===== config.mk =====
export PLATFORM = sky130hd
export DESIGN_NAME = gauge_pulse_generator
export DESIGN_NICKNAME = d
export VERILOG_FILES = /design/src/rtl/gpg_pkg.sv /design/src/rtl/gpg_front.sv /design/src/rtl/gpg_queue.sv /design/src/rtl/gpg_div.sv /design/src/rtl/gpg_back.sv /design/src/rtl/gauge_pulse_generator.sv
export SDC_FILE = /design/constraint.sdc
export NUM_CORES = 1
export LEC_CHECK = 0
export BUFFER_PORTS_ARGS = -buffer_cell sky130_fd_sc_hd__buf_4
export CORE_MARGIN = 2
export CORE_UTILIZATION = 45
export DETAILED_ROUTE_END_ITERATION = 8
export PLACE_DENSITY_LB_ADDON = 0.1
export SYNTH_ARGS = -nofsm -noshare
export SYNTH_HDL_FRONTEND = slang
export SYNTH_SLANG_ARGS = --single-unit

===== constraint.sdc =====
create_clock -name clk -period 20.9 [get_ports clk]
set_input_delay 1.045 -clock clk [delete_from_list [all_inputs] [get_ports clk]]
set_output_delay 1.045 -clock clk [all_outputs]
set_load 0.05 [all_outputs]

===== src/rtl/gpg_pkg.sv =====
// Shared types and constants for the gauge pulse generator.
package gpg_pkg;

  localparam int CNT_W       = 16;
  localparam int VAL_W       = 16;
  localparam int DIV_W       = 18;
  localparam int DCNT_W      = $clog2(DIV_W + 1);
  localparam int A_W         = 9;
  localparam int B_W         = 8;
  localparam int Q_W         = 11;
  localparam int QUEUE_DEPTH = 2;
  localparam int QPTR_W      = (QUEUE_DEPTH > 1) ? $clog2(QUEUE_DEPTH) : 1;
  localparam int QCNT_W      = $clog2(QUEUE_DEPTH + 1);
  localparam int IN_DATA_W   = 16;
  localparam int IN_USER_W   = 2;
  localparam int OUT_DATA_W  = 8;

  localparam logic [CNT_W-1:0] PERIOD_OFF = '1;

  localparam int RPM_BASE = 960;
  localparam int RPM_STEP = 250;
  localparam int SPD_BASE = 1452;
  localparam int SPD_STEP = 5;
  localparam int SPD_MAX  = 255;

  // n / step == (n * ceil(2^RCP_SHIFT / step)) >> RCP_SHIFT for any DIV_W-bit n
  localparam int               RCP_W     = 24;
  localparam int               RCP_SHIFT = 26;
  localparam logic [RCP_W-1:0] RPM_RCP   = RCP_W'(268436);
  localparam logic [RCP_W-1:0] SPD_RCP   = RCP_W'(13421773);

  typedef enum logic [1:0] {
    OP_TICK      = 2'd0,
    OP_SET_TACH  = 2'd1,
    OP_SET_SPEED = 2'd2,
    OP_NONE      = 2'd3
  } opcode_t;

  typedef enum logic [2:0] {
    CMD_TICK,
    CMD_NOP,
    CMD_TACH_OFF,
    CMD_SPEED_OFF,
    CMD_TACH_SET,
    CMD_SPEED_SET
  } cmd_kind_t;

  typedef struct packed {
    cmd_kind_t         kind;
    logic [VAL_W-1:0]  value;
  } cmd_t;

  typedef struct packed {
    logic empty;
    logic full;
  } q_stat_t;

  typedef struct packed {
    logic              start;
    logic [DIV_W-1:0]  dividend;
    logic [DIV_W-1:0]  divisor;
  } div_req_t;

  typedef struct packed {
    logic              done;
    logic [DIV_W-1:0]  quot;
  } div_rsp_t;

  typedef enum logic [2:0] {
    ST_IDLE,
    ST_SPLIT,
    ST_DIV_GO,
    ST_DIV_WAIT,
    ST_MUL,
    ST_FIN
  } back_state_t;

  typedef enum logic {
    PH_Q0,
    PH_Q1
  } div_phase_t;

endpackage


===== src/rtl/gpg_front.sv =====
// Input side: accepts transactions and turns them into queued commands.
module gpg_front
  import gpg_pkg::*;
(
  input  logic                 in_tvalid,
  output logic                 in_tready,
  input  logic [IN_USER_W-1:0] in_tuser,  // [1:0] opcode
  input  logic [IN_DATA_W-1:0] in_tdata,  // [15:0] value
  input  q_stat_t              q_stat,
  output logic                 q_push,
  output cmd_t                 q_cmd
);

  logic [VAL_W-1:0] val;
  logic [VAL_W-1:0] spd_sat;

  assign in_tready = !q_stat.full;
  assign q_push    = in_tvalid && !q_stat.full;
  assign val       = in_tdata[VAL_W-1:0];
  assign spd_sat   = (val > VAL_W'(SPD_MAX)) ? VAL_W'(SPD_MAX) : val;

  always_comb begin
    q_cmd.kind  = CMD_NOP;
    q_cmd.value = '0;
    unique case (opcode_t'(in_tuser))
      OP_TICK: begin
        q_cmd.kind = CMD_TICK;
      end
      OP_SET_TACH: begin
        if (val == '0) begin
          q_cmd.kind = CMD_TACH_OFF;
        end else begin
          // small nonzero rpm is lifted to one full step
          q_cmd.kind  = CMD_TACH_SET;
          q_cmd.value = (val < VAL_W'(RPM_STEP)) ? VAL_W'(RPM_STEP) : val;
        end
      end
      OP_SET_SPEED: begin
        if (spd_sat == '0) begin
          q_cmd.kind = CMD_SPEED_OFF;
        end else begin
          q_cmd.kind  = CMD_SPEED_SET;
          q_cmd.value = (spd_sat < VAL_W'(SPD_STEP)) ? VAL_W'(SPD_STEP) : spd_sat;
        end
      end
      default: begin
        q_cmd.kind = CMD_NOP;
      end
    endcase
  end

endmodule


===== src/rtl/gpg_queue.sv =====
// Short command FIFO between the front and back ends.
module gpg_queue
  import gpg_pkg::*;
(
  input  logic    clk,
  input  logic    rst_n,
  input  logic    push,
  input  cmd_t    push_cmd,
  input  logic    pop,
  output cmd_t    head,
  output q_stat_t stat
);

  cmd_t              mem_r [QUEUE_DEPTH];
  logic [QPTR_W-1:0] wr_ptr_r;
  logic [QPTR_W-1:0] rd_ptr_r;
  logic [QCNT_W-1:0] count_r;
  logic              do_push;
  logic              do_pop;

  assign stat.empty = (count_r == '0);
  assign stat.full  = (count_r == QCNT_W'(QUEUE_DEPTH));
  assign do_push    = push && !stat.full;
  assign do_pop     = pop && !stat.empty;
  assign head       = mem_r[rd_ptr_r];

  function automatic logic [QPTR_W-1:0] ptr_inc(input logic [QPTR_W-1:0] p);
    ptr_inc = (p == QPTR_W'(QUEUE_DEPTH - 1)) ? '0 : p + 1'b1;
  endfunction

  always_ff @(posedge clk) begin
    if (do_push) begin
      mem_r[wr_ptr_r] <= push_cmd;
    end
  end

  always_ff @(posedge clk) begin
    if (!rst_n) begin
      wr_ptr_r <= '0;
      rd_ptr_r <= '0;
      count_r  <= '0;
    end else begin
      if (do_push) begin
        wr_ptr_r <= ptr_inc(wr_ptr_r);
      end
      if (do_pop) begin
        rd_ptr_r <= ptr_inc(rd_ptr_r);
      end
      if (do_push && !do_pop) begin
        count_r <= count_r + 1'b1;
      end else if (do_pop && !do_push) begin
        count_r <= count_r - 1'b1;
      end
    end
  end

endmodule


===== src/rtl/gpg_div.sv =====
// Radix-2 restoring divider, one quotient bit per cycle.
module gpg_div
  import gpg_pkg::*;
(
  input  logic     clk,
  input  logic     rst_n,
  input  div_req_t req,
  output div_rsp_t rsp
);

  logic               busy_r;
  logic               done_r;
  logic [DCNT_W-1:0]  cnt_r;
  logic [DIV_W-1:0]   rem_r;
  logic [DIV_W-1:0]   quo_r;
  logic [DIV_W-1:0]   dvs_r;
  logic [DIV_W:0]     shifted;
  logic [DIV_W:0]     trial;

  assign shifted = {rem_r, quo_r[DIV_W-1]};
  assign trial   = shifted - {1'b0, dvs_r};

  assign rsp.done = done_r;
  assign rsp.quot = quo_r;

  always_ff @(posedge clk) begin
    if (req.start) begin
      rem_r <= '0;
      quo_r <= req.dividend;
      dvs_r <= req.divisor;
    end else if (busy_r) begin
      // top bit of trial set means the subtract borrowed
      if (!trial[DIV_W]) begin
        rem_r <= trial[DIV_W-1:0];
        quo_r <= {quo_r[DIV_W-2:0], 1'b1};
      end else begin
        rem_r <= shifted[DIV_W-1:0];
        quo_r <= {quo_r[DIV_W-2:0], 1'b0};
      end
    end
  end

  always_ff @(posedge clk) begin
    if (!rst_n) begin
      busy_r <= 1'b0;
      done_r <= 1'b0;
      cnt_r  <= '0;
    end else begin
      done_r <= 1'b0;
      if (req.start) begin
        busy_r <= 1'b1;
        cnt_r  <= DCNT_W'(DIV_W);
      end else if (busy_r) begin
        cnt_r <= cnt_r - 1'b1;
        if (cnt_r == DCNT_W'(1)) begin
          busy_r <= 1'b0;
          done_r <= 1'b1;
        end
      end
    end
  end

endmodule


===== src/rtl/gpg_back.sv =====
// Execution side: pulse counters, period computation sequencer, result register.
module gpg_back
  import gpg_pkg::*;
(
  input  logic                  clk,
  input  logic                  rst_n,
  input  q_stat_t               q_stat,
  input  cmd_t                  q_head,
  output logic                  q_pop,
  output div_req_t              div_req,
  input  div_rsp_t              div_rsp,
  output logic                  out_tvalid,
  input  logic                  out_tready,
  output logic [OUT_DATA_W-1:0] out_tdata
);

  back_state_t           state_r, state_nxt;
  div_phase_t            phase_r, phase_nxt;
  logic                  tgt_speed_r;
  logic [VAL_W-1:0]      val_r;
  logic [A_W-1:0]        a_r;
  logic [B_W-1:0]        b_r;
  logic [Q_W-1:0]        q0_r;
  logic [Q_W-1:0]        q1_r;
  logic [DIV_W-1:0]      sum_r;
  logic [CNT_W-1:0]      tach_period_r;
  logic [CNT_W-1:0]      speed_period_r;
  logic [CNT_W-1:0]      tach_cnt_r;
  logic [CNT_W-1:0]      speed_cnt_r;
  logic                  tach_pin_r;
  logic                  speed_pin_r;
  logic                  out_valid_r;
  logic [OUT_DATA_W-1:0] out_data_r;

  logic                  out_free;
  logic                  head_is_set;
  logic                  load_cmd;
  logic                  exec_item;
  logic                  emit;
  logic                  store_split;
  logic                  store_rem;
  logic                  store_div;
  logic                  store_sum;
  logic                  write_period;

  logic [DIV_W-1:0]      base_sel;
  logic [DIV_W-1:0]      step_sel;
  logic [B_W-1:0]        step_minus_b;
  logic [Q_W+B_W-1:0]    prod1;
  logic [Q_W+B_W-1:0]    prod0;
  logic [DIV_W-1:0]      sum_nxt;

  logic [RCP_W-1:0]       rcp_sel;
  logic [DIV_W-1:0]       rcp_in;
  logic [DIV_W+RCP_W-1:0] rcp_prod;
  logic [Q_W-1:0]         rcp_quot;
  logic [VAL_W-1:0]       a_step;
  logic [VAL_W-1:0]       rem_full;

  logic                  do_tick;
  logic [CNT_W-1:0]      tach_cnt_nxt;
  logic [CNT_W-1:0]      speed_cnt_nxt;
  logic                  tach_pin_nxt;
  logic                  speed_pin_nxt;

  assign out_free    = !out_valid_r || out_tready;
  assign out_tvalid  = out_valid_r;
  assign out_tdata   = out_data_r;
  assign head_is_set = (q_head.kind == CMD_TACH_SET) || (q_head.kind == CMD_SPEED_SET);

  // ---------------- datapath ----------------
  assign base_sel     = tgt_speed_r ? DIV_W'(SPD_BASE) : DIV_W'(RPM_BASE);
  assign step_sel     = tgt_speed_r ? DIV_W'(SPD_STEP) : DIV_W'(RPM_STEP);
  assign step_minus_b = step_sel[B_W-1:0] - b_r;
  assign prod1        = {{B_W{1'b0}}, q1_r} * {{Q_W{1'b0}}, b_r};
  assign prod0        = {{B_W{1'b0}}, q0_r} * {{Q_W{1'b0}}, step_minus_b};
  // interpolated sum is at most base * step, which fits DIV_W bits
  assign sum_nxt      = prod1[DIV_W-1:0] + prod0[DIV_W-1:0];

  // division by step: value in the split cycle, weighted sum in the final cycle
  assign rcp_sel  = tgt_speed_r ? SPD_RCP : RPM_RCP;
  assign rcp_in   = (state_r == ST_FIN) ? sum_r : DIV_W'(val_r);
  assign rcp_prod = {{RCP_W{1'b0}}, rcp_in} * {{DIV_W{1'b0}}, rcp_sel};
  assign rcp_quot = rcp_prod[RCP_SHIFT +: Q_W];
  assign a_step   = VAL_W'(a_r) * VAL_W'(step_sel[B_W-1:0]);
  assign rem_full = val_r - a_step;

  assign do_tick = exec_item && (q_head.kind == CMD_TICK);

  always_comb begin
    tach_cnt_nxt  = tach_cnt_r;
    speed_cnt_nxt = speed_cnt_r;
    tach_pin_nxt  = tach_pin_r;
    speed_pin_nxt = speed_pin_r;
    if (do_tick) begin
      // reload on zero, then count down; a disabled output never toggles
      tach_cnt_nxt  = ((tach_cnt_r == '0) ? tach_period_r : tach_cnt_r) - 1'b1;
      speed_cnt_nxt = ((speed_cnt_r == '0) ? speed_period_r : speed_cnt_r) - 1'b1;
      if ((tach_cnt_r == '0) && (tach_period_r != PERIOD_OFF)) begin
        tach_pin_nxt = !tach_pin_r;
      end
      if ((speed_cnt_r == '0) && (speed_period_r != PERIOD_OFF)) begin
        speed_pin_nxt = !speed_pin_r;
      end
    end
  end

  // ---------------- sequencer: next state ----------------
  always_comb begin
    state_nxt = state_r;
    unique case (state_r)
      ST_IDLE: begin
        if (!q_stat.empty && head_is_set) begin
          state_nxt = ST_SPLIT;
        end
      end
      ST_SPLIT: begin
        state_nxt = ST_DIV_GO;
      end
      ST_DIV_GO: begin
        state_nxt = ST_DIV_WAIT;
      end
      ST_DIV_WAIT: begin
        if (div_rsp.done) begin
          state_nxt = (phase_r == PH_Q1) ? ST_MUL : ST_DIV_GO;
        end
      end
      ST_MUL: begin
        state_nxt = ST_FIN;
      end
      ST_FIN: begin
        if (out_free) begin
          state_nxt = ST_IDLE;
        end
      end
      default: begin
        state_nxt = ST_IDLE;
      end
    endcase
  end

  // ---------------- sequencer: outputs ----------------
  always_comb begin
    q_pop            = 1'b0;
    load_cmd         = 1'b0;
    exec_item        = 1'b0;
    emit             = 1'b0;
    store_split      = 1'b0;
    store_rem        = 1'b0;
    store_div        = 1'b0;
    store_sum        = 1'b0;
    write_period     = 1'b0;
    phase_nxt        = phase_r;
    div_req.start    = 1'b0;
    div_req.dividend = '0;
    div_req.divisor  = '0;
    unique case (state_r)
      ST_IDLE: begin
        if (!q_stat.empty) begin
          if (head_is_set) begin
            q_pop     = 1'b1;
            load_cmd  = 1'b1;
            phase_nxt = PH_Q0;
          end else if (out_free) begin
            q_pop     = 1'b1;
            exec_item = 1'b1;
            emit      = 1'b1;
          end
        end
      end
      ST_SPLIT: begin
        store_split = 1'b1;
      end
      ST_DIV_GO: begin
        div_req.start    = 1'b1;
        store_rem        = 1'b1;
        div_req.dividend = base_sel;
        if (phase_r == PH_Q1) begin
          div_req.divisor = DIV_W'(a_r) + 1'b1;
        end else begin
          div_req.divisor = DIV_W'(a_r);
        end
      end
      ST_DIV_WAIT: begin
        if (div_rsp.done) begin
          store_div = 1'b1;
          if (phase_r == PH_Q0) begin
            phase_nxt = PH_Q1;
          end
        end
      end
      ST_MUL: begin
        store_sum = 1'b1;
      end
      ST_FIN: begin
        if (out_free) begin
          write_period = 1'b1;
          emit         = 1'b1;
        end
      end
      default: begin
        phase_nxt = phase_r;
      end
    endcase
  end

  // ---------------- registers ----------------
  always_ff @(posedge clk) begin
    if (load_cmd) begin
      val_r <= q_head.value;
    end
    if (store_split) begin
      a_r <= rcp_quot[A_W-1:0];
    end
    if (store_rem) begin
      b_r <= rem_full[B_W-1:0];
    end
    if (store_div) begin
      if (phase_r == PH_Q0) begin
        q0_r <= div_rsp.quot[Q_W-1:0];
      end else begin
        q1_r <= div_rsp.quot[Q_W-1:0];
      end
    end
    if (store_sum) begin
      sum_r <= sum_nxt;
    end
    if (emit) begin
      out_data_r <= {{(OUT_DATA_W-2){1'b0}}, speed_pin_nxt, tach_pin_nxt};
    end
  end

  always_ff @(posedge clk) begin
    if (!rst_n) begin
      state_r        <= ST_IDLE;
      phase_r        <= PH_Q0;
      tgt_speed_r    <= 1'b0;
      tach_period_r  <= PERIOD_OFF;
      speed_period_r <= PERIOD_OFF;
      tach_cnt_r     <= '0;
      speed_cnt_r    <= '0;
      tach_pin_r     <= 1'b0;
      speed_pin_r    <= 1'b0;
      out_valid_r    <= 1'b0;
    end else begin
      state_r     <= state_nxt;
      phase_r     <= phase_nxt;
      tach_cnt_r  <= tach_cnt_nxt;
      speed_cnt_r <= speed_cnt_nxt;
      tach_pin_r  <= tach_pin_nxt;
      speed_pin_r <= speed_pin_nxt;
      if (load_cmd) begin
        tgt_speed_r <= (q_head.kind == CMD_SPEED_SET);
      end
      if (exec_item && (q_head.kind == CMD_TACH_OFF)) begin
        tach_period_r <= PERIOD_OFF;
      end
      if (exec_item && (q_head.kind == CMD_SPEED_OFF)) begin
        speed_period_r <= PERIOD_OFF;
      end
      if (write_period) begin
        if (tgt_speed_r) begin
          speed_period_r <= CNT_W'(rcp_quot);
        end else begin
          tach_period_r <= CNT_W'(rcp_quot);
        end
      end
      if (emit) begin
        out_valid_r <= 1'b1;
      end else if (out_tready) begin
        out_valid_r <= 1'b0;
      end
    end
  end

endmodule


===== src/rtl/gauge_pulse_generator.sv =====
// Two-channel gauge pulse generator (tachometer and speedometer), top level.
// Every input transaction yields one result carrying both pin levels after it.
// Tick, disable and no-op transactions pass at one per cycle while results are
// accepted and no set runs, through the command queue and the result register.
// A set transaction holds the back end through an entry state, a split of the
// value by the step with a reciprocal multiply, base/a and base/(a+1) back to
// back on one shared 18-bit radix-2 divider, the weighted sum, and the final
// reciprocal multiply by 1/step that also issues the result.
// A two-entry command queue takes up to two more items while a set runs.
module gauge_pulse_generator
  import gpg_pkg::*;
(
  input  logic                  clk,
  input  logic                  rst_n,
  input  logic                  in_tvalid,
  output logic                  in_tready,
  input  logic [IN_USER_W-1:0]  in_tuser,   // [1:0] opcode
  input  logic [IN_DATA_W-1:0]  in_tdata,   // [15:0] value
  output logic                  out_tvalid,
  input  logic                  out_tready,
  output logic [OUT_DATA_W-1:0] out_tdata   // [0] tach_level, [1] speed_level, rest zero
);

  q_stat_t  q_stat;
  logic     q_push;
  cmd_t     q_cmd;
  logic     q_pop;
  cmd_t     q_head;
  div_req_t div_req;
  div_rsp_t div_rsp;

  gpg_front u_front (
    .in_tvalid (in_tvalid),
    .in_tready (in_tready),
    .in_tuser  (in_tuser),
    .in_tdata  (in_tdata),
    .q_stat    (q_stat),
    .q_push    (q_push),
    .q_cmd     (q_cmd)
  );

  gpg_queue u_queue (
    .clk      (clk),
    .rst_n    (rst_n),
    .push     (q_push),
    .push_cmd (q_cmd),
    .pop      (q_pop),
    .head     (q_head),
    .stat     (q_stat)
  );

  gpg_div u_div (
    .clk   (clk),
    .rst_n (rst_n),
    .req   (div_req),
    .rsp   (div_rsp)
  );

  gpg_back u_back (
    .clk        (clk),
    .rst_n      (rst_n),
    .q_stat     (q_stat),
    .q_head     (q_head),
    .q_pop      (q_pop),
    .div_req    (div_req),
    .div_rsp    (div_rsp),
    .out_tvalid (out_tvalid),
    .out_tready (out_tready),
    .out_tdata  (out_tdata)
  );

endmodule


Word level (Yosys, flattened, before mapping)
Memory sizes are Yosys's and may differ from the RTL's. A register that Yosys moved wholly into a read port is not among the register bits.
Cells that the tools add are included.
- register bits after elaboration: 212
- bits in writable memories: 38
- input bits: 22
- output and inout bits: 10
- logic and storage cells: 183
- memories: 1
- memories (name ; depth ; bits a word ; rd ports ; clocked after memory_dff ; wr ports ; line ; text):
    u_queue.mem_r ; 2 ; 19 ; 1 ; 1 ; 1 ; gpg_queue.sv:14 ; cmd_t mem_r [QUEUE_DEPTH];
- add/sub/neg operators: 12
- $mul: 4
- $lt $le $gt $ge: 3
- equal/unequal tests: 20
- muxes and demuxes: 73
- bitwise gates (word level): 3
- reduce and logical (&&, ||, !) cells: 39
- operators with widths (operator ; count):
    16-bit two-way mux ; 13
    18-bit two-way mux ; 5
    16-bit zero test ; 4
    18-bit by 24-bit multiplier with 37-bit output ; 1
    37-bit two-way mux ; 1
    11-bit by 8-bit multiplier with 18-bit output ; 2
    1-bit two-way mux ; 36
    16-bit != test, second input constant ; 2
    16-bit one-hot mux with 2 select lines ; 1
    16-bit by 1-bit subtractor with 16-bit output, second input constant ; 2
    24-bit two-way mux ; 1
    19-bit by 18-bit subtractor with 19-bit output ; 1
    18-bit adder ; 1
    3-bit two-way mux ; 6
    3-bit one-hot mux with 6 select lines ; 1
    16-bit by 8-bit > comparator with 1-bit output, second input constant ; 1
    16-bit by 3-bit < comparator with 1-bit output, second input constant ; 1
    16-bit by 8-bit < comparator with 1-bit output, second input constant ; 1
    8-bit subtractor ; 2
    3-bit by 2-bit == test with 1-bit output, second input constant ; 4
    3-bit == test, second input constant ; 4
    1-bit logical AND ; 11
    11-bit two-way mux ; 1
    9-bit by 1-bit adder with 10-bit output, second input constant ; 1
    other kinds (27) ; 51

Logic depth before layout (Yosys ltp)
Gate-level depths: netlist of run 1.
- depth after elaboration: 10
- gate-level depth with buffers: 31

Cells and area by module
A second synthesis of run 1 with hierarchy kept.
- cell total of the unflattened synthesis: 2781
- area total of the unflattened synthesis: 26997.1 um2
- by module, submodules not included (module ; times used ; cells an instance ; area each (um2) ; sequential area each (um2)):
    gpg_back ; 1 ; 2315 ; 21539.4 ; 3693.5
    gpg_div ; 1 ; 319 ; 3444.6 ; 1581.5
    gpg_queue ; 1 ; 84 ; 1601.5 ; 1241.2
    gpg_front ; 1 ; 63 ; 411.6 ; 0.0

Worst setup path after synthesis of run 1
OpenSTA, ideal clock, no wires.
- kind: register -> register
- from: register u_back.tgt_speed_r
- to: register u_back.sum_r[16] (data pin)
- arrival time: 7485 ps
- slack: 13157 ps
- stages on the path, launching flop included: 32
- path buffers: 3
- cells stage by stage: dfxtp_1 clkbuf_1 inv_1 clkbuf_1 ha_1 inv_1 fa_1 a21o_1 a21oi_1 o21bai_1 a21oi_1 xnor2_1 clkbuf_1 nand2_1 fa_1 fa_1 inv_1 fa_1 fa_1 fa_1 inv_1 fa_1 inv_1 ha_1 or3_1 o21ai_0 o31ai_1 nor2b_1 nor2_1 a21o_1 a21oi_1 xnor2_1
- word-level cells in the longest chain between the ends: 4
- RTL lines (item ; line ; text):
    start, declared ; gpg_back.sv:19 ; logic tgt_speed_r;
    start signal, assigned ; gpg_back.sv:253 ; tgt_speed_r <= (q_head.kind == CMD_SPEED_SET);
    8-bit two-way mux ; gpg_back.sv:73 ; assign step_sel = tgt_speed_r ? DIV_W'(SPD_STEP) : DIV_W'(RPM_STEP);
    8-bit subtractor ; gpg_back.sv:74 ; assign step_minus_b = step_sel[B_W-1:0] - b_r;
    11-bit by 8-bit multiplier with 18-bit output ; gpg_back.sv:76 ; assign prod0 = {{B_W{1'b0}}, q0_r} * {{Q_W{1'b0}}, step_minus_b};
    18-bit adder ; gpg_back.sv:78 ; assign sum_nxt = prod1[DIV_W-1:0] + prod0[DIV_W-1:0];
    named net u_back.sum_nxt[16] ; gpg_back.sv:51 ; logic [DIV_W-1:0] sum_nxt;
    end signal, assigned ; gpg_back.sv:226 ; sum_r <= sum_nxt;
    end, declared ; gpg_back.sv:25 ; logic [DIV_W-1:0] sum_r;
The timed path passes the listed nets, and every way through them passes these cells.
A chain may end at the register's enable or synchronous reset.

Worst setup path after layout of run 1
- from: register u_back.state_r[0]
- to: register u_back.tach_period_r[10]
- word-level cells in the longest chain between the ends: 6
- elaborated cells on any way between the ends: 10
- those cells by class: mul (1); eq/ne (1); mux (6); reduce/logical (2)
- RTL lines (item ; line ; text):
    start, declared ; gpg_back.sv:17 ; back_state_t state_r, state_nxt;
    start signal, assigned ; gpg_back.sv:246 ; state_r <= state_nxt;
    parallel branches: the longest is 5 deep, another holds 18-bit by 24-bit multiplier with 37-bit output ; -- ;
    16-bit two-way mux * ; gpg_back.sv:261 ; if (write_period) begin
    end signal, assigned ; gpg_back.sv:265 ; tach_period_r <= CNT_W'(rcp_quot);
    end, declared ; gpg_back.sv:26 ; logic [CNT_W-1:0] tach_period_r;
Every way passes the cells marked *.

==> impl_metrics.toml, run 1 <==
[run_status]
outcome = "finished clean"

[cts]
post-cts-setup-buffers = 0
postCtsHoldBufs = 0
cts_resized = 0
htreeDepth = 1
cts_made_buffers = 28
cts-root-buf = "clkbuf_16"
clk_pin_slew_ns = 0.06
clock_latency_ns = 0.56
clk_path_buf_depth = 3
cts_tree = "yes"
cts.sinks = 243

[placed_design]
dp_hpwl_um = 51100
port_buffers = 25
place.gp.congestion = 0.964

[die]
die_y_um = 242
placementRows = 87
die_x_um = 242
initial_core_util_pct = 45.4
fp.coreArea_sq_um = 56300
ios = 32
die_area_sq_um = 58700

[timing]
slew_headroom_pct = 20.2
fin_crit_ns = 7.93
drv_slew = 0
rsz0062_at_grt = "false"
clock_skew_ns = 0.0165
fmax_mhz = 126
fin_tns_setup_ns = 0
finalSetupViolations = 0
worst_pin_slew_ns = 1.19
hold_viol = 0
fin_crit_sh_pct = 37.9

[global_route]
grt_busiest_layer = "met2"
grt_pass1_wl_um = 103000
grtUsageMet3_pct = 2.07
grt.total_usage_pct = 22.0
grt_max_degree = 54
met1_usage_pct = 31.1
grt_antenna_before_repair = 1
grt_pass1_vias = 19000
grt_overflow = 0
use_met2_pct = 36.5

[yosys]
synth_area_leaders = "fa_1 26%, edfxtp_1 17%, ha_1 14%, inv_1 8.5%, dfxtp_1 8.0%"
synth_warnings = 0
ys.flop_type = "edfxtp_1"
synth_compound_area_share_pct = 8.61
synthCells = 2642
synth_top_family_by_area = "adder cells"
yosysMostFrequentCell = "inv_1"
avgSynthCellArea_sq_um = 9.67
synthSimpleGateAreaFrac_pct = 12.4
yosysTopAreaCellShare_pct = 25.9
netlist_area_sq_um = 25500
synth_common_cells = "577 x inv_1, 330 x fa_1, 276 x ha_1"
synth_xor_area_share_pct = 3.48
yosysTopAreaCell = "fa_1"
synth_seq_area_share_pct = 24.6
synth.area.mux_share_pct = 1.75
synth.ff_latch_count = 243
synth_cell_types = 78
async_flop_share_pct = 0
synth_fa_ha_area_share_pct = 39.4
synth_edf_count = 141

[drt]
route.antenna.remaining_nets = 0
vias = 17800
wl_per_cell_um = 18.1
via_per_inst = 5.18
remaining_drc_errors = 0
drt_iter0_markers = 1116
firstDrtPassIters = 5
wl_um = 62100

[worst_hold_path]
hp-class = "flop to flop"

[worst_setup_path]
path_max_fanout = 19
worst_setup_path_end_kind = "flop"
worstSetupPathType = "flop to flop"
cp-start-kind = "flop"
worstPathArrival_ns = 8.33
cp.required_ns = 21.30

[final_layout]
fillers = 5311
nets = 3282
drive_above_1_share_pct = 4.67
post-route-util_pct = 49.0
area_growth_pct = 7.96
diodes = 0

[run]
cap_viol_max_count = 0
==> layout make-up <==
cell class	instances	area (sq um)	share of cell area, %
sequential	243	6280	22.8
tap	756	946	3.43
clock buffer	35	810	2.94
clock inverter	17	224	0.812
inverter	577	2170	7.85
timing repair buffer	39	293	1.06
multi-input combinational	1765	16900	61.2
==> state kept, by name, summed over array words and instances, names as in the netlist, 2 cells and up, named ones only <==
signal	cells
u_back.a_r	9
u_back.b_r	8
u_back.out_tdata	2
u_back.q0_r	11
u_back.q1_r	11
u_back.speed_cnt_r	16
u_back.speed_period_r	16
u_back.state_r	3
u_back.sum_r	18
u_back.tach_cnt_r	16
u_back.tach_period_r	16
u_back.val_r	16
u_div.cnt_r	5
u_div.dvs_r	10
u_div.quo_r	18
u_div.rem_r	18
u_queue.count_r	2
u_queue.mem_r	38
==> through the flow <==
step	worst slack [ns]	hold WS (ns)	cells	cell area, sq um
after floorplan	13.16	0.436	2663	25600
after global placement	13.14	0.461	3380	26500
after detailed placement	13.01	0.470	3380	26500
after CTS	12.98	0.480	3432	27600
after global routing	12.40	0.514	3432	27600
final	12.97	0.476	3432	27600
==> routing by layer <==
metal  wire length [um]  part of all wire [%]
met3               2520                   4.1
met5                  0                     0
met4               1510                   2.4
met1              29500                    47
met2              28600                    46
==> worst max-delay path, stage by stage, from the launching register on <==
cell and delay, ns:
dfxtp_1 0.50, and3b_1 0.76, mux2i_1 0.53, inv_1 0.19, nand2_1 0.14, inv_1 0.18, ha_1 0.43, inv_1 0.09
fa_1 0.50, inv_1 0.06, fa_1 0.43, fa_1 0.52, inv_1 0.06, fa_1 0.50, fa_1 0.50, inv_1 0.04
ha_1 0.28, and4_1 0.19, and4_1 0.26, a32o_1 0.29, a2111oi_1 0.37, nor2_1 0.19, o41ai_2 0.31, o21ba_2 0.18
xnor2_1 0.14, a31oi_1 0.12
==> cell usage in the layout (no fill, tap or decap), drive strengths merged, types with 8 or more instances in the layout <==
| cell | netlist | layout |
|---|---|---|
| and2 | 99 | 99 |
| clkbuf | 63 | 35 |
| nor3 | 35 | 35 |
| a31oi | 18 | 18 |
| xor2 | 32 | 32 |
| nand3 | 18 | 18 |
| dfxtp | 102 | 102 |
| mux2 | 18 | 18 |
| nor4 | 15 | 15 |
| and3 | 19 | 19 |
| conb | 2 | 23 |
| nand2b | 19 | 19 |
| inv | 577 | 578 |
| nor2 | 128 | 128 |
| nand2 | 225 | 225 |
| or3 | 14 | 14 |
| a21oi | 89 | 89 |
| buf | 15 | 39 |
| fa | 330 | 330 |
| ha | 276 | 276 |
| xnor2 | 67 | 67 |
| mux2i | 24 | 24 |
| o21ai | 107 | 107 |
| o21a | 16 | 16 |
| o21bai | 8 | 8 |
| a21o | 17 | 17 |
| nor2b | 21 | 21 |
| a211oi | 25 | 25 |
| o22a | 20 | 20 |
| edfxtp | 141 | 141 |
| nand4 | 21 | 21 |
==> cell families after synthesis <==
kind of cell | after synthesis
flops | 243
other cells | 2
compound gates | 350
xor+xnor | 100
buf+inv | 655
fa+ha+maj | 606
simple gates | 644
mux | 42
==> worst paths after layout <==
check / from / to / slack (ns) / cells past startpoint
setup / recovery: u_back.state_r[0] / u_back.tach_period_r[10] / 12.97 / 25
hold / removal: u_back.tach_cnt_r[0] / u_back.tach_cnt_r[0] / 0.48 / 2
setup reg to reg: u_back.state_r[0] / u_back.tach_period_r[10] / 12.97 / 25
hold reg to reg: u_back.tach_cnt_r[0] / u_back.tach_cnt_r[0] / 0.48 / 2
Power of run 1 is not shown: default switching activity piles up to over one toggle a cycle in this logic, so the estimate is an artifact.
==> run 2: changes to the inputs <==
==> constraint.sdc (replaced) <==
create_clock -name clk -period 6.45 [get_ports clk]
set_input_delay 0.3225 -clock clk [delete_from_list [all_inputs] [get_ports clk]]
set_output_delay 0.3225 -clock clk [all_outputs]
set_load 0.05 [all_outputs]
==> run 2 against run 1 <==
The run now ends with setup timing left. Cell count is 7.8% higher. Highest routed layer unchanged. Critical endpoint is now u_back.sum_r[16]. Routed wire length is 5.5% higher. Maximum frequency is 19% higher.
==> impl_metrics.toml, run 2 (synthesis gave the netlist of run 1 again) <==
[cts]
cts_made_buffers = 28
clock_latency_ns = 0.58
htreeDepth = 1
cts_tree = "yes"
clk_path_buf_depth = 3
cts-root-buf = "clkbuf_16"
postCtsHoldBufs = 0
clk_pin_slew_ns = 0.06
cts.sinks = 243

[global_route]
grt_pass1_wl_um = 107000
grt_overflow = 0
grt_max_degree = 46
grt_antenna_before_repair = 0
grt_pass1_vias = 19900
grt.total_usage_pct = 22.9

[timing]
slew_headroom_pct = 22.1
setup_slack_ns = -0.209
rsz0062_at_grt = "true"
fin_crit_ns = 6.66
finalSetupViolations = 17
fin_crit_sh_pct = 103
worst_pin_slew_ns = 1.16
drv_slew = 0
whs_ns = 0.0748
fmax_mhz = 150
fin_tns_setup_ns = -1.05
clock_skew_ns = 0.0407
hold_viol = 0

[worst_setup_path]
worstSetupPathType = "flop to flop"
cp.required_ns = 6.76
cp_slowest_cell = "fa_1"
worstPathArrival_ns = 6.97
r2r_cells = 28
worst_setup_path_end_kind = "flop"
crit_start = "u_back.tgt_speed_r"
crit_top_cell = "fa_1"
cp-start-kind = "flop"
path_max_fanout = 6
reg2reg_from = "u_back.tgt_speed_r"
slowest_delay_ns = 0.55

[final_layout]
drive_above_1_share_pct = 19.6
mostFrequentLayoutCells = "544 x inv_1, 318 x fa_1, 283 x buf_4, 251 x ha_1, 206 x nand2_1"
diodes = 0
nets = 3550
layout_commonest_cell = "inv_1"
fillers = 5097
final_area_sq_um = 30700
largest_reg_flops = 38
regMostFlops = "u_queue.mem_r"
area_growth_pct = 20.2

[drt]
wl_per_cell_um = 17.7
wl_um = 65500
drt_iter0_markers = 1102
via_per_inst = 5.10
route.antenna.remaining_nets = 0
vias = 18900
remaining_drc_errors = 0
firstDrtPassIters = 5

[die]
fp.coreArea_sq_um = 56300
die_area_sq_um = 58700
initial_core_util_pct = 45.4
ios = 32
die_x_um = 242
placementRows = 87
die_y_um = 242

[placed_design]
place.gp.congestion = 0.972
port_buffers = 25
dp_hpwl_um = 53800
dp_worst_setup_slack_ns = -0.531
place_area_sq_um = 28600

[run_status]
outcome = "finished with violations"
violations = "setup timing"

[worst_hold_path]
min_path_cells = 2
hp-start = "in_tdata[9]"
hp-class = "input port to flop"

[run]
cap_viol_max_count = 0
[run 2: cell count changes in the layout (fill, tap and decap cells not counted), sizes merged]
cell	before	now
clkinv	7	15
clkbuf	35	28
inv	578	579
and3b	2	3
buf	39	306
clkinvlp	4	1
[run 2: through the flow]
step,cells,util [%]
6_report,3699,54.6
2_1_floorplan,2663,-
5_1_grt,3699,54.6
4_1_cts,3676,53.3
3_5_place_dp,3613,50.8
3_3_place_gp,3612,50.8
[run 2: metal layers]
| metal | global-route usage [%] | share of wire (%) | up-vias |
|---|---|---|---|
| li1 | - | - | 9022 |
| met1 | 32.1 | 46 | 9413 |
| met2 | 39.0 | 48 | 368 |
| met3 | 2.01 | 3.9 | 79 |
| met4 | 4.45 | 1.8 | 0 |
| met5 | 0 | 0 | - |
[run 2: timing repair]
item,CTS,global route
cloned,1,1
setup endpoints to repair,39,39
hold endpoints to repair,0,0
buffers inserted,11,27
pin swaps,55,75
resized for setup,82,122
[run 2: worst paths after layout]
path | slack, ns | to
setup / recovery | -0.21 | u_back.sum_r[16]
hold / removal | 0.07 | u_queue.mem_r[0][9]
setup reg to reg | -0.21 | u_back.sum_r[16]
hold reg to reg | 0.48 | u_back.q0_r[8]
[run 2: cell type report]
class | instances | area [sq um] | area share [%]
multi-input combinational | 1766 | 17900 | 58.4
sequential | 243 | 6280 | 20.5
clock inverter | 23 | 262 | 0.852
tap | 756 | 946 | 3.08
clock buffer | 28 | 701 | 2.28
inverter | 577 | 2180 | 7.09
timing repair buffer | 306 | 2410 | 7.86
[run 2: worst max-delay path: cells and delay by family (launching register included)]
family / cells / cell delay, ns
AND/OR/NAND/NOR: 3 / 0.63
flip-flops: 1 / 0.36
XOR/XNOR: 2 / 0.22
adder cells (fa/ha/maj): 9 / 3.65
AO/OA/AOI/OAI: 7 / 1.04
buffers and inverters: 7 / 0.50
Power of run 2 is left out for the same reason.
